## src/rtl/core/nidchk_pkg.sv

```systemverilog
package nidchk_pkg;

  // one character of the identity number
  typedef struct packed {
    logic [7:0] char_code;
    logic       last;
  } nidchk_in_t;

  // decoded number, one per identity number
  typedef struct packed {
    logic        valid_res;
    logic [3:0]  expected_check;
    logic [11:0] birth_year;
    logic [3:0]  birth_month;
    logic [6:0]  birth_day;
  } nidchk_out_t;

  localparam int unsigned CFG_IDX_W = 1;
  localparam int unsigned CFG_DATA_W = 12;

  localparam logic [CFG_IDX_W-1:0] CFG_MIN_YEAR = 1'd0;
  localparam logic [CFG_IDX_W-1:0] CFG_MAX_YEAR = 1'd1;

  localparam logic [11:0] MIN_YEAR_RST = 12'd1900;
  localparam logic [11:0] MAX_YEAR_RST = 12'd2299;

  localparam logic [3:0] NUM_LEN = 4'd11;
  localparam logic [3:0] SUM_LEN = 4'd10;
  localparam logic [3:0] POS_MAX = 4'd15;

  // digit weights repeat every four positions
  localparam logic [3:0] WEIGHT_TAB [4] = '{4'd1, 4'd3, 4'd7, 4'd9};

  localparam logic [11:0] BASE_1900 = 12'd1900;
  localparam logic [11:0] BASE_2000 = 12'd2000;
  localparam logic [11:0] BASE_2100 = 12'd2100;
  localparam logic [11:0] BASE_2200 = 12'd2200;

  // remainder by ten for values below 128, reciprocal multiply
  function automatic logic [3:0] mod10(input logic [6:0] v);
    logic [14:0] prod;
    logic [3:0]  q;
    logic [6:0]  r;
    prod = 15'(v) * 15'd205;
    q    = prod[14:11];
    r    = v - 7'(q) * 7'd10;
    return r[3:0];
  endfunction

endpackage

```

## src/rtl/core/national_id_check_and_date_validator.sv

```systemverilog
// channel  | direction | handshake          | payload
// ---------+-----------+--------------------+-------------------------------------
// in_      | input     | in_valid/in_stall  | in_data: char_code, last
// out_     | output    | out_valid/out_stall| out_data: valid_res, check, birth date
// cfg_     | input     | cfg_we             | cfg_index, cfg_wdata (min/max year)
//
// one character is taken per cycle while in_stall is low; the per-number digit state updates in
// the cycle of the transfer, so characters stream back to back
// the character marked last hands a snapshot to a decode register; out_valid
// rises when that snapshot moves on to the result register (snapshot reg,
// then result reg), which waits while a held result is stalled
// rst_n is synchronous; it clears the digit state, both stages and restores
// the year bounds to 1900 and 2299
// a stalled result holds; in_stall rises only when snapshot and result
// registers are both full and the output is stalled
module national_id_check_and_date_validator (
  input  logic                              clk,
  input  logic                              rst_n,
  input  logic                              in_valid,
  output logic                              in_stall,
  input  nidchk_pkg::nidchk_in_t            in_data,
  output logic                              out_valid,
  input  logic                              out_stall,
  output nidchk_pkg::nidchk_out_t           out_data,
  input  logic                              cfg_we,
  input  logic [nidchk_pkg::CFG_IDX_W-1:0]  cfg_index,
  input  logic [nidchk_pkg::CFG_DATA_W-1:0] cfg_wdata
);
  import nidchk_pkg::*;

  // digit state handed from the character stage to the decode stage
  typedef struct packed {
    logic [3:0] count;
    logic [3:0] sum;
    logic [6:0] year_digits;
    logic [6:0] month_code;
    logic [6:0] day_digits;
    logic [3:0] final_digit;
    logic       bad_char;
  } nidchk_snap_t;

  // configuration
  logic [11:0] min_year_r;
  logic [11:0] max_year_r;

  // per-number running state
  nidchk_snap_t st_r;
  nidchk_snap_t st_nxt;

  // snapshot of a finished number
  logic         snap_vld_r;
  nidchk_snap_t snap_r;

  // result register
  logic         out_vld_r;
  nidchk_out_t  out_r;
  nidchk_out_t  res_nxt;

  logic in_xfer;
  logic adv_out;

  assign adv_out  = !out_vld_r || !out_stall;
  assign in_stall = snap_vld_r && !adv_out;
  assign in_xfer  = in_valid && !in_stall;

  assign out_valid = out_vld_r;
  assign out_data  = out_r;

  // ---------------------------------------------------------------------
  // character stage: digit decode and running weighted sum
  // ---------------------------------------------------------------------
  logic       is_digit;
  logic [3:0] dig;
  logic [6:0] dig_x10;
  logic [3:0] pos;
  logic [6:0] term;

  always_comb begin
    is_digit = (in_data.char_code >= 8'h30) && (in_data.char_code <= 8'h39);
    // a non-digit counts as zero in the sum and the date fields
    dig      = is_digit ? in_data.char_code[3:0] : 4'd0;
    dig_x10  = 7'(dig) * 7'd10;
    pos      = st_r.count;
    term     = 7'(WEIGHT_TAB[pos[1:0]]) * 7'(dig);

    st_nxt          = st_r;
    st_nxt.bad_char = st_r.bad_char | !is_digit;
    if (pos < SUM_LEN) begin
      st_nxt.sum = mod10(7'(st_r.sum) + term);
    end
    unique case (pos)
      4'd0:    st_nxt.year_digits = dig_x10;
      4'd1:    st_nxt.year_digits = st_r.year_digits + 7'(dig);
      4'd2:    st_nxt.month_code  = dig_x10;
      4'd3:    st_nxt.month_code  = st_r.month_code + 7'(dig);
      4'd4:    st_nxt.day_digits  = dig_x10;
      4'd5:    st_nxt.day_digits  = st_r.day_digits + 7'(dig);
      4'd10:   st_nxt.final_digit = dig;
      default: ;
    endcase
    // count saturates so long numbers stay invalid
    st_nxt.count = (pos < POS_MAX) ? pos + 4'd1 : POS_MAX;
  end

  // ---------------------------------------------------------------------
  // decode stage: check digit, century, calendar, year bounds
  // ---------------------------------------------------------------------
  logic        month_ok;
  logic [11:0] base;
  logic [6:0]  off;
  logic [11:0] year;
  logic [3:0]  month;
  logic        leap;
  logic [4:0]  mdays;
  logic [3:0]  chk;
  logic        ok;

  always_comb begin
    chk = (snap_r.sum == 4'd0) ? 4'd0 : 4'd10 - snap_r.sum;

    month_ok = 1'b1;
    base     = BASE_1900;
    off      = 7'd0;
    priority if (snap_r.month_code >= 7'd1 && snap_r.month_code <= 7'd12) begin
      base = BASE_1900;
      off  = 7'd0;
    end else if (snap_r.month_code >= 7'd21 && snap_r.month_code <= 7'd32) begin
      base = BASE_2000;
      off  = 7'd20;
    end else if (snap_r.month_code >= 7'd41 && snap_r.month_code <= 7'd52) begin
      base = BASE_2100;
      off  = 7'd40;
    end else if (snap_r.month_code >= 7'd61 && snap_r.month_code <= 7'd72) begin
      base = BASE_2200;
      off  = 7'd60;
    end else begin
      // 1800s codes and anything else
      month_ok = 1'b0;
    end

    year  = month_ok ? base + 12'(snap_r.year_digits) : 12'd0;
    month = month_ok ? 4'(snap_r.month_code - off) : 4'd0;

    // every century base is a multiple of four, so the year digits decide
    // divisibility by four; a century year is leap only for 2000
    leap = (snap_r.year_digits[1:0] == 2'd0) &&
           ((snap_r.year_digits != 7'd0) || (base == BASE_2000));

    unique case (month)
      4'd2:                       mdays = leap ? 5'd29 : 5'd28;
      4'd4, 4'd6, 4'd9, 4'd11:    mdays = 5'd30;
      default:                    mdays = 5'd31;
    endcase

    ok = (snap_r.count == NUM_LEN) && !snap_r.bad_char && month_ok &&
         (year >= min_year_r) && (year <= max_year_r) &&
         (snap_r.day_digits >= 7'd1) && (snap_r.day_digits <= 7'(mdays)) &&
         (chk == snap_r.final_digit);

    res_nxt.valid_res      = ok;
    res_nxt.expected_check = chk;
    res_nxt.birth_year     = year;
    res_nxt.birth_month    = month;
    res_nxt.birth_day      = snap_r.day_digits;
  end

  // ---------------------------------------------------------------------
  // registers
  // ---------------------------------------------------------------------
  always_ff @(posedge clk) begin
    if (!rst_n) begin
      min_year_r <= MIN_YEAR_RST;
      max_year_r <= MAX_YEAR_RST;
      st_r       <= '0;
      snap_vld_r <= 1'b0;
      out_vld_r  <= 1'b0;
    end else begin
      if (cfg_we) begin
        unique case (cfg_index)
          CFG_MIN_YEAR: min_year_r <= cfg_wdata;
          CFG_MAX_YEAR: max_year_r <= cfg_wdata;
          default:      ;
        endcase
      end

      // decode stage drains into the result register
      if (adv_out) begin
        out_vld_r <= snap_vld_r;
        if (snap_vld_r) begin
          out_r <= res_nxt;
        end
      end

      // a new snapshot refills the stage in the cycle it drains
      if (in_xfer && in_data.last) begin
        snap_vld_r <= 1'b1;
      end else if (adv_out) begin
        snap_vld_r <= 1'b0;
      end

      if (in_xfer) begin
        if (in_data.last) begin
          // finished number moves on, state clears for the next one
          snap_r <= st_nxt;
          st_r   <= '0;
        end else begin
          st_r <= st_nxt;
        end
      end
    end
  end

endmodule

```

## config.mk

```make
export PLATFORM = sky130hd
export DESIGN_NAME = national_id_check_and_date_validator
export DESIGN_NICKNAME = d
export VERILOG_FILES = /design/src/rtl/core/nidchk_pkg.sv /design/src/rtl/core/national_id_check_and_date_validator.sv
export SDC_FILE = /design/constraint.sdc
export NUM_CORES = 1
export LEC_CHECK = 0
export BUFFER_PORTS_ARGS = -buffer_cell sky130_fd_sc_hd__buf_2
export CAP_MARGIN = 15
export CORE_MARGIN = 8
export CORE_UTILIZATION = 30
export CTS_CLUSTER_SIZE = 30
export DETAILED_ROUTE_END_ITERATION = 6
export PLACE_DENSITY = 0.5
export SETUP_SLACK_MARGIN = 0.05
export SLEW_MARGIN = 10
export SYNTH_ARGS = -nofsm -noshare
export SYNTH_HDL_FRONTEND = slang
export SYNTH_SLANG_ARGS = --single-unit
```

## constraint.sdc

```tcl
create_clock -name clk -period 7.9 [get_ports clk]
set_input_delay 0.79 -clock clk [delete_from_list [all_inputs] [get_ports clk]]
set_output_delay 0.79 -clock clk [all_outputs]
set_load 0.1 [all_outputs]
```

After elaboration in Yosys (flattened, before gate mapping)
Index checks and enable logic that the tools add are counted.
Storage, ports and cells
  memories: 0
  register bits after elaboration: 122
  input bits: 27
  RAM bits: 0
  word-level logic and storage cells: 134
  latch bits: 0
  memory bits (read-only): 0
Operators by class
  equal/unequal tests: 14
  order comparisons: 17
  $mul: 4
  $add $sub $neg: 9
  shifts and indexed selects: 0
  bitwise gates (word level): 3
  reduce and logical (&&, ||, !) cells: 34
  mux-type cells: 30
  divide/modulo/power cells: 0
Operator list (number)
  two-way mux 12 bit: 5
  two-way mux 4 bit: 12
  case mux 7 bit (2 select lines): 3
  two-way mux 34 bit: 1
  adder 7 x 4 -> 7 bit: 3
  equality test 4 x 3 -> 1 bit (second input constant): 4
  equality test 4 bit (second input constant): 4
  logical AND 1 bit: 16
  multiplier 7 x 8 -> 15 bit (second input constant): 1
  >= comparator 7 x 1 -> 1 bit (second input constant): 2
  >= comparator 7 x 6 -> 1 bit (second input constant): 2
  less-or-equal comparator 7 x 6 -> 1 bit (second input constant): 2
  adder 12 x 7 -> 12 bit: 1
  equality test 12 x 11 -> 1 bit (second input constant): 1
  equality test 4 x 2 -> 1 bit (second input constant): 3
  >= comparator 12 bit: 1
  less-or-equal comparator 12 bit: 1
  binary-select mux 4 bit (select 2 bit): 1
  >= comparator 8 x 6 -> 1 bit (second input constant): 1
  less-or-equal comparator 8 x 6 -> 1 bit (second input constant): 1
  zero test 4 bit: 2
  less-than comparator 4 bit (second input constant): 2
  subtractor 4 bit: 2
  adder 4 x 7 -> 7 bit: 1
  25 further kinds: 39

Depth between registers and ports, before layout
  word-level depth: 14
  gate-level depth with buffers: 37
  gate-level depth less buffers: 37

Least setup slack after synthesis
OpenSTA, ideal clock, no wires.
  path type: input port to flip-flop
  from: in in_data[8] (netlist name)
  to: reg snap_r[29] (netlist name), data pin
  required time: 7.640 ns
  slack: -0.506 ns
  setup time: 0.260 ns
  stages on the path: 35
  arrival time: 8.146 ns
  cell sequence: and4bb_2 and3b_1 clkbuf_1 nand2_1 fa_1 fa_1 inv_1 fa_1 ha_1 a21oi_1 o21bai_1 a21oi_1 xnor2_1 ha_1 inv_1 fa_1 inv_1 ha_1 inv_1 fa_1 inv_1 ha_1 nand2_1 a2111oi_0 nor2_1 xor2_1 inv_1 ha_1 fa_1 xnor2_1 xnor2_1 xnor2_1 nand2_1 a21oi_1 a211oi_1
RTL lines
  start, declared: RTL line national_id_check_and_date_validator.sv:21  | input nidchk_pkg::nidchk_in_t in_data,
  end signal, assigned: RTL line national_id_check_and_date_validator.sv:204  | snap_r <= st_nxt;
  end, declared: RTL line national_id_check_and_date_validator.sv:52  | nidchk_snap_t snap_r;

==> metrics.md <==
| Metric | Value |
|---|---|
| Port Buf Inserts | `56` |
| TritonRoute pass-1 iters | `4` |
| Critical Path AT | `about 7700 ps` |
| WL final | `19650 um` |
| Ports | `57` |
| Initial DRC Count | `between 300 and 400` |
| Avg Vias per Cell | `4.852` |
| Synthesis warning total | `0` |
| Max cap viols | `0` |
| DPL Wire Length | `14680 um` |
| Worst hold path class | `reg2reg` |
| GP Congestion | `about 0.80` |
| Async SR Flop Fraction | `0%` |
| Setup violations, final | `0` |
| Area of the multi-input gates | `approximately 4700 um^2` |
| Die outline width | `~180 um` |
| Nets@finish | `around 1100` |
| Final cell count without fillers | `roughly 1300` |
| Post-synth EDFFs | `62` |
| Final Max Slew Viols | `0` |
| Residual DRC count | `0` |
| CTS buffer count | `17` |
| Total track usage | `roughly 12%` |
| Die H | `approximately 180 um` |
| Final setup margin | `321.9 ps` |
| Relative slew slack | `~25%` |
| Placed Area | `8924 um^2` |
| Setup TNS Final | `0 ps` |
| Largest net degree at the start of global routing | `43` |
| Layout cell share with drive strength beyond 1 | `a little under a fifth` |
| Die Area | `roughly 32000 um^2` |
| # H-tree levels | `4` |
| Commonest non-fill, non-tap cell in the layout | `ha_1` |
| Net Count, Synth | `just under 1000` |
| CTS tree | `yes` |
| Netlist cell types | `between 70 and 80` |
| Critical Path RT | `8060 ps` |
| P_leak | `4.400 nW` |
| Synth-to-Final Area Change | `20.16%` |
| Storage cell area | `between 3000 and 4000 um^2` |
| Utilization after layout | `36.23%` |
| Initial Util | `a little under a third` |
| Max Fclk | `roughly 130 MHz` |
| Clock Root Buffer | `clkbuf_16` |
| Final ANT Viol Nets | `0` |
| Vias in the first global route | `6185` |
| Initial antenna violation count | `0` |
| CP most frequent cell | `fa_1` |
| Reg2Reg Launch Point | `pos[1]` |
| Capturing point of the worst reg2reg path | `snap_r[29]` |
| Most frequent cells in the layout | `ha_1 (93), nand2_1 (76), inv_1 (70)` |
| R2R setup slack | `between 400 and 500 ps` |
| CTS Hold Buffers Added | `0` |
| Post-Place Cells | `~1200` |
| Status | `finished clean` |
| Seq cells post-synth | `122` |
| Crit path time final | `about 7600 ps` |
| Final Cycle Share | `between 90 and 100%` |
| Clock Tree Buf Depth | `2` |
| VDD IR max | `roughly 0.00015 V` |
| Pwr Total | `1.596 mW` |
| Via count | `6118` |
| Worst setup path end | `snap_r[29]` |
| Cell area after synthesis | `8036 um^2` |
| Crit-path slowest cell | `fa_1` |
| Setup crit start | `in_data[7]` |
| Synth Instances | `824` |
| Primary FF master, synth | `edfxtp_1` |
| Place WS | `-305.5 ps` |
| Worst slew pin tran | `between 1000 and 1500 ps` |
| Total core area | `26650 um^2` |
| Worst skew pair latency | `approximately 410 ps` |
| Kind of critical path | `in2reg` |
| Worst-path clk slew | `approximately 50 ps` |
| Hold WS | `about 460 ps` |
| Congestion Overflow GR | `0` |
| Clock Skews | `approximately 8.8 ps` |
| First-pass GRT wire length | `about 32000 um` |
| Critical path launch point type | `input port` |
| Ant. Diodes | `0` |
| Critical path peak fanout | `3` |
| Final Hold Viols | `0` |
| FF-to-FF path depth | `32` |
| Post-route cell area | `around 9700 um^2` |
| Critical Path Max Stage Delay | `roughly 500 ps` |
| Post-Syn Area per Cell | `just under 10 um^2` |
| Fillcell total | `2680` |
| Power per cell area | `roughly 170 nW/um^2` |
| Unrepaired setup endpoints after global routing | `yes` |
| Clock tree sinks | `between 100 and 150` |
| Sequential-to-total area share from yosys stat | `between 30% and 40%` |
| Routed len/inst | `roughly 16 um` |
| Crit. End Element | `flop` |
| Rows | `60` |
## flip-flops by register name, summed over array words and instances (netlist names)
signal,flops
out_data,28
res_nxt,7
out_valid,1
snap_vld_r,1
snap_r,27
max_year_r,12
st_r,30
min_year_r,12
pos,4
## worst min-delay path by stage
stage                     slack, ps  depth (start not counted)             to     startpoint
after floorplan                 430                          0    out_data[0]     res_nxt[0]
after global placement          440                          2  min_year_r[4]  min_year_r[4]
after detailed placement        450                          2  max_year_r[8]  max_year_r[8]
after CTS                       460                          2  max_year_r[8]  max_year_r[8]
after global routing            470                          2  max_year_r[8]  max_year_r[8]
final                           460                          2  max_year_r[2]  max_year_r[2]
## final cells by class
| class | instances | area share [%] |
|---|---|---|
| inverter | 72 | 2.799 |
| clock inverter | 8 | 0.5053 |
| sequential | 122 | 31.72 |
| multi-input combinational | 601 | 49.13 |
| clock buffer | 24 | 5.649 |
| timing repair buffer | 93 | 5.779 |
| tap | 341 | 4.418 |
## power breakdown
part	internal, mW	switching [mW]	leakage (nW)
Clock	0.483	0.284	0.303
Combinational	0.0471	0.0945	3.03
Sequential	0.679	0.00815	1.06
## cells by family (layout without fill, tap and decap cells)
logic type	Yosys count	after routing	share of synthesized area [%]
AO/OA/AOI/OAI	206	206	17.75
XOR/XNOR	29	29	3.160
flip-flops	122	122	38.11
multiplexers	4	4	0.5293
AND/OR/NAND/NOR	242	242	15.02
buffers and inverters	101	197	4.904
adder cells (fa/ha/maj)	120	120	20.52
## per-layer routing
metal	vias to the layer above	track usage [%]	part of all wire [%]
li1	3130	-	-
met1	2884	16.19	50
met2	94	20.10	46
met3	10	2.823	3.4
met4	0	3.001	0.68
met5	-	0	0
## cells in the mapped netlist, drive strengths merged (7+ instances only)
cell type / instances / area (um^2)
ha: 99 / 1239
nand2: 80 / 300.3
inv: 71 / 266.5
edfxtp: 62 / 1862
dfxtp: 60 / 1201
nor2: 58 / 217.7
a21oi: 56 / 280.3
a22oi: 31 / 232.7
o21ai: 27 / 135.1
a21o: 23 / 172.7
clkbuf: 22 / 82.58
fa: 20 / 400.4
xnor2: 19 / 166.4
nor2b: 16 / 107.6
and2: 14 / 87.59
o211ai: 14 / 105.1
nand3: 13 / 65.06
xor2: 10 / 87.58
nand2b: 9 / 56.30
nor3: 9 / 45.04
buf: 7 / 41.29
## critical path, delay by kind of cell
family / cells / cell delay, ps
buffers and inverters: 6 / 340
XOR/XNOR: 5 / 770
adder cells (fa/ha/maj): 11 / 4130
AND/OR/NAND/NOR: 6 / 770
AO/OA/AOI/OAI: 7 / 910
## repair_timing
| item | 4_1_cts | 5_1_grt |
|---|---|---|
| endpoints found under the hold margin | 0 | 0 |
| setup buffers | 0 | 1 |
| gates resized for setup | 0 | 21 |
| endpoints found under the setup margin | 0 | 2 |
(Power assumes the default switching activity.)
